===== config.mk =====
export PLATFORM = sky130hd
export DESIGN_NAME = tilt_sqrt_cell
export DESIGN_NICKNAME = d
export VERILOG_FILES = /design/src/rtl/tilt_pkg.sv /design/src/rtl/tilt_sqrt_cell.sv
export SDC_FILE = /design/constraint.sdc
export NUM_CORES = 1
export LEC_CHECK = 0
export BUFFER_PORTS_ARGS = -buffer_cell sky130_fd_sc_hd__buf_2
export CAP_MARGIN = 10
export CORE_MARGIN = 8
export CORE_UTILIZATION = 50
export DETAILED_ROUTE_END_ITERATION = 10
export PLACE_DENSITY = 0.78
export SLEW_MARGIN = 10
export SYNTH_ARGS = -nofsm -noshare
export SYNTH_HDL_FRONTEND = slang
export SYNTH_SLANG_ARGS = --single-unit
export TNS_END_PERCENT = 100

===== constraint.sdc =====
create_clock -name clk -period 6.6 [get_ports clk]
set_input_delay 0 -clock clk [delete_from_list [all_inputs] [get_ports clk]]
set_output_delay 0 -clock clk [all_outputs]
set_load 0.05 [all_outputs]

===== src/rtl/tilt_pkg.sv =====
// tilt_pkg: widths, register codes, result layout and the arc table shared by the
// tilt-angle pipeline and its cells
// no dependencies
`timescale 1ns / 1ps

package tilt_pkg;

  localparam int SAMPLE_WIDTH = 16;
  localparam int GUARD_BITS   = 24 - SAMPLE_WIDTH;

  localparam int CFG_W       = 16;
  localparam int CFG_IDX_W   = 2;
  localparam int ONE_G_W     = 15;
  localparam logic [ONE_G_W-1:0] ONE_G_RESET = 15'd4096;

  localparam logic [CFG_IDX_W-1:0] REG_OFFSET_X = 2'd0;
  localparam logic [CFG_IDX_W-1:0] REG_OFFSET_Y = 2'd1;
  localparam logic [CFG_IDX_W-1:0] REG_OFFSET_Z = 2'd2;
  localparam logic [CFG_IDX_W-1:0] REG_ONE_G    = 2'd3;

  // corrected component, scaled component, sum of squares and its root
  localparam int CORR_W     = ((SAMPLE_WIDTH > 16) ? SAMPLE_WIDTH : 16) + 2;
  localparam int G_W        = CORR_W + GUARD_BITS;
  localparam int SQ_W       = 2 * CORR_W;
  localparam int N_W        = SQ_W + 2 * GUARD_BITS;
  localparam int SQRT_STEPS = N_W / 2;
  localparam int SQ_IDX_W   = $clog2(SQRT_STEPS);
  localparam int SH_W       = $clog2(N_W);
  localparam int SQRT_TOP   = N_W - 2;

  // cordic lanes, angle accumulator in 1/32768 degree
  localparam int LANE_W       = G_W + 3;
  localparam int ACC_W        = 26;
  localparam int CORDIC_STEPS = 20;
  localparam int CORDIC_IDX_W = $clog2(CORDIC_STEPS);
  localparam int ANGLE_SHIFT  = 8;
  localparam logic signed [ACC_W-1:0] DEG180      = 26'sd5898240;
  localparam logic signed [ACC_W-1:0] ROUND_BIAS  = 26'sd128;
  localparam logic signed [ACC_W-1:0] ROLL_LIMIT  = 26'sd23040;
  localparam logic signed [ACC_W-1:0] PITCH_LIMIT = 26'sd11520;

  localparam logic signed [ACC_W-1:0] ARC_TABLE [CORDIC_STEPS] = '{
    26'sd1474560, 26'sd870484, 26'sd459940, 26'sd233473, 26'sd117189,
    26'sd58652,   26'sd29333,  26'sd14667,  26'sd7334,   26'sd3667,
    26'sd1833,    26'sd917,    26'sd458,    26'sd229,    26'sd115,
    26'sd57,      26'sd29,     26'sd14,     26'sd7,      26'sd4
  };

  localparam int ROLL_W     = 16;
  localparam int PITCH_W    = 15;
  localparam int CORR_OUT_W = 18;

  localparam int IN_FIELDS_W  = 3 * SAMPLE_WIDTH;
  localparam int IN_TDATA_W   = ((IN_FIELDS_W + 7) / 8) * 8;
  localparam int OUT_FIELDS_W = ROLL_W + PITCH_W + 3 * CORR_OUT_W;
  localparam int OUT_TDATA_W  = ((OUT_FIELDS_W + 7) / 8) * 8;

  typedef struct packed {
    logic signed [CORR_W-1:0] x;
    logic signed [CORR_W-1:0] y;
    logic signed [CORR_W-1:0] z;
  } corr_t;

  typedef struct packed {
    logic [N_W-1:0] rem;
    logic [N_W-1:0] root;
    corr_t          corr;
  } sqrt_t;

  typedef struct packed {
    logic signed [LANE_W-1:0] x;
    logic signed [LANE_W-1:0] y;
    logic signed [ACC_W-1:0]  acc;
    logic                     zero;
  } lane_t;

  typedef struct packed {
    lane_t roll;
    lane_t pitch;
    corr_t corr;
  } cordic_t;

  // first member sits in the top bits
  typedef struct packed {
    logic [CORR_OUT_W-1:0] cz;
    logic [CORR_OUT_W-1:0] cy;
    logic [CORR_OUT_W-1:0] cx;
    logic [PITCH_W-1:0]    pitch;
    logic [ROLL_W-1:0]     roll;
  } result_t;

endpackage


===== src/rtl/tilt_sqrt_cell.sv =====
// tilt_sqrt_cell: one registered step of the digit-by-digit square root,
// settling one root bit and carrying the corrected sample along
// depends on tilt_pkg
`timescale 1ns / 1ps

module tilt_sqrt_cell (
  input  logic                          clk,
  input  logic                          rst,
  input  logic                          en,
  input  logic [tilt_pkg::SQ_IDX_W-1:0] step,
  input  logic                          in_valid,
  input  tilt_pkg::sqrt_t               in_data,
  output logic                          out_valid,
  output tilt_pkg::sqrt_t               out_data
);
  import tilt_pkg::*;

  logic [SH_W-1:0] sh;
  logic [N_W-1:0]  bitv;
  logic [N_W:0]    trial;
  sqrt_t           data_next;

  always_comb begin
    sh    = SH_W'(SQRT_TOP) - SH_W'({step, 1'b0});
    bitv  = N_W'(1) << sh;
    trial = {1'b0, in_data.root} + {1'b0, bitv};
    data_next      = in_data;
    if ({1'b0, in_data.rem} >= trial) begin
      data_next.rem  = in_data.rem - trial[N_W-1:0];
      data_next.root = (in_data.root >> 1) + bitv;
    end else begin
      data_next.root = in_data.root >> 1;
    end
  end

  always_ff @(posedge clk) begin
    if (rst) begin
      out_valid <= 1'b0;
    end else if (en) begin
      out_valid <= in_valid;
    end
  end

  always_ff @(posedge clk) begin
    if (en && in_valid) begin
      out_data <= data_next;
    end
  end

endmodule


==> results.tsv <==
stage	metric	value	unit
run_status	status	completed	
clocking	CTS tree	built	
yosys	Synth Register Bits	159	
critical_path	Crit path max-delay family	compound AO/OA/AOI/OAI gates	
placement	placed cells	2159	
yosys	Synth Cell Area	13300	um2
route	DR DRC count	0	
clocking	clock transition at the registers of the reported paths	0.08	ns
timing	Hold Violations, Final	0	
yosys	Syn Inst Count	1498	
floorplanning	chip height	179	um
yosys	post-synthesis async set-or-reset flop share	0	
timing	worst slew pin tran	1.02	ns
grt	antenna violations before repair	4	
critical_path	r2r setup slk	5.47	ns
layout	Multi-input gate area	8120	um2
yosys	Main synth FF type	edfxtp_1	
placement	final RePlAce weighted congestion	1.02	
grt	first-pass GRT wire length	71600	um
timing	Hold WS	0.0103	ns
clocking	# clock sinks	159	
layout	Filler cells	2160	
power_and_ir_drop	LEAKAGE	7.41	nW
timing	count of pins over their slew limit	0	
timing	RSZ-0062 raised after global routing	no	
layout	Final Non-Filler Cells	2330	
placement	Port Buffers	325	
floorplanning	initial core utilization	0.509	
critical_path	startpoint type of the worst setup path	input pin	
critical_path	Max FO, Critical Path	74	
clocking	# H-tree levels	4	
floorplanning	I/O pin cnt	326	
clocking	CTS Buf Count	17	
timing	final setup fails	0	
critical_path	CP peak stage delay	0.53	ns
layout	register area	4760	um2
yosys	register area share after synthesis	0.358	
route	Vias	13800	
job	Max Cap Viol	0	
grt	pin count of the biggest net entering global routing	80	
yosys	Net Count, Synth	1759	
yosys	yosys warns	0	
layout	NumNets Final	2238	
yosys	Avg Inst Size Synth	8.88	um2
floorplanning	Die Area	32100	um2
route	DRT Pass-1 Iters	6	
clocking	Post-CTS Setup Bufs	0	
clocking	CTS root buffer	clkbuf_16	
grt	grt ovf	0	
critical_path	crit end category	flop	
route	DRT antenna net count	0	
layout	synth-to-layout area growth	31.9	%
floorplanning	row count	59	
grt	GRT Resource Usage Total	0.284	
route	violation count after the first detailed-route iteration	1361	
yosys	Post-synth EDFFs	158	
critical_path	worst path buffer plus inverter count	4	
critical_path	Slowest cell on crit path	or3b_2	
timing	min Tclk post-route	6.12	ns
critical_path	Setup Crit Path Kind	in2reg	
yosys	post-synthesis cell type count	83	
layout	share of cells above drive strength 1	0.233	
timing	Max-Slew Margin vs Limit	0.322	
worst_hold_path	HP Class	in2reg	
grt	vias in the first global route	13300	
clocking	clk buf depth	2	
route	number of vias per cell	5.93	
timing	Post-Route Setup TNS	0	ns
critical_path	critical path arrival	6.26	ns
floorplanning	Core Box Area	26100	um2
power_and_ir_drop	Worst VDD drop	189	uV
timing	Max Clk Rate	0.163	GHz
route	drt wl/cell	20.5	um
floorplanning	width of the die	179	um
critical_path	CP required	6.74	ns
timing	Tcrit/Tclk final	0.927	
clocking	clk_lat worst skew	0.43	ns
route	Routed WL	47800	um
power_and_ir_drop	power density over the cells	207	nW/um2
placement	dpl hpwl	36300	um
timing	Worst Skew	0	ns
[logic make-up (layout without fill, tap and decap cells)]
| kind of cell | after synthesis | in the layout | synth area share |
|---|---|---|---|
| AOI/OAI and AO/OA | 487 | 487 | 0.234 |
| xor gates and xnor gates | 162 | 162 | 0.107 |
| adders and majority gates | 100 | 100 | 0.0934 |
| DFF | 159 | 159 | 0.358 |
| other | 0 | 5 | 0 |
| muxes | 4 | 4 | 0.00338 |
| buffers and inverters | 101 | 593 | 0.0321 |
| and+or+nand+nor | 485 | 485 | 0.173 |
[layout make-up]
type                       count  share of cell area
antenna                        5            0.000713
clock buffer                  17              0.0242
clock inverter                15             0.00962
inverter                      37             0.00791
multi-input combinational   1238               0.463
sequential                   159               0.271
tap                          335              0.0239
timing repair buffer         524               0.200
[final timing paths]
path / startpoint / endpoint / cells past startpoint
hold reg to reg: out_valid / out_valid / 3
setup / recovery: step[2] / out_data[141] / 29
setup reg to reg: out_valid / out_valid / 3
hold / removal: in_data[81] / out_data[80] / 3
[power breakdown]
group          internal [W]  switching, W  leakage [nW]
registers           0.00123     0.0000250          1.48
logic              0.000467      0.000892          5.65
clock network      0.000509      0.000516         0.280
[layer usage]
layer | up-vias | GRT usage | part of all wire
met2 | 711 | 0.461 | 0.45
met5 | - | 0 | 0
li1 | 6537 | - | -
met3 | 101 | 0.0489 | 0.088
met1 | 6457 | 0.374 | 0.43
met4 | 0 | 0.109 | 0.030
[synthesized netlist by cell type (6+ instances only)]
| cell type | instances | area [um2] |
|---|---|---|
| nand2b_1 | 15 | 93.8 |
| buf_2 | 13 | 65.1 |
| inv_1 | 36 | 135 |
| nor3_1 | 22 | 110 |
| nor2_1 | 94 | 353 |
| xnor2_1 | 95 | 832 |
| a21oi_1 | 113 | 566 |
| or3_1 | 6 | 37.5 |
| nor4_1 | 8 | 50.1 |
| nand4_1 | 19 | 119 |
| o21ai_0 | 146 | 731 |
| o21a_1 | 12 | 90.1 |
| maj3_1 | 6 | 60.1 |
| and3_1 | 22 | 138 |
| clkbuf_1 | 43 | 161 |
| a21o_1 | 48 | 360 |
| ha_1 | 93 | 1160 |
| edfxtp_1 | 158 | 4740 |
| o211ai_1 | 8 | 60.1 |
| a31oi_1 | 33 | 206 |
| a211oi_1 | 10 | 75.1 |
| xor2_1 | 67 | 587 |
| nor2b_1 | 19 | 119 |
| a31o_2 | 15 | 131 |
| a21boi_0 | 6 | 45.0 |
| nand2_1 | 189 | 709 |
| nand3_1 | 43 | 215 |
| o31ai_1 | 10 | 75.1 |
| and2_1 | 18 | 113 |
| o21bai_1 | 20 | 150 |
[sequential cells by signal, indices dropped and copies added (netlist names)]
register	flops
out_data	158
out_valid	1
[worst min-delay path, cell delays in order]
cell	delay, ns
buf_2	0.19
nand2_1	0.06
o21ai_0	0.07
[repair_timing]
item                                    4_1_cts  5_1_grt
resized for setup                             0        1
endpoints found under the hold margin       133        0
endpoints found under the setup margin        0        3
hold buffers                                134        0
[placed cells by master, fill, tap and decap left out, drive strengths merged, types with 67 or more instances in the layout]
cell and count:
buf 390, nand2 189, edfxtp 158, o21ai 149
dlygate4sd3 134, a21oi 114, xnor2 95, nor2 95
ha 93, xor2 67
[stage by stage]
step | utilization | instance area, um2 | worst slack, ns | total power (W)
6_report | 0.672 | 17600 | 0.483 | 0.00363
5_1_grt | 0.672 | 17600 | 0.0435 | 0.00378
3_3_place_gp | 0.597 | 15600 | 0.225 | 0.00253
3_5_place_dp | 0.597 | 15600 | 0.168 | 0.00254
4_1_cts | 0.671 | 17500 | 0.573 | 0.00363
2_1_floorplan | - | 13300 | 0.202 | 0.00216
No activity file was read; power rests on OpenSTA's default activity.
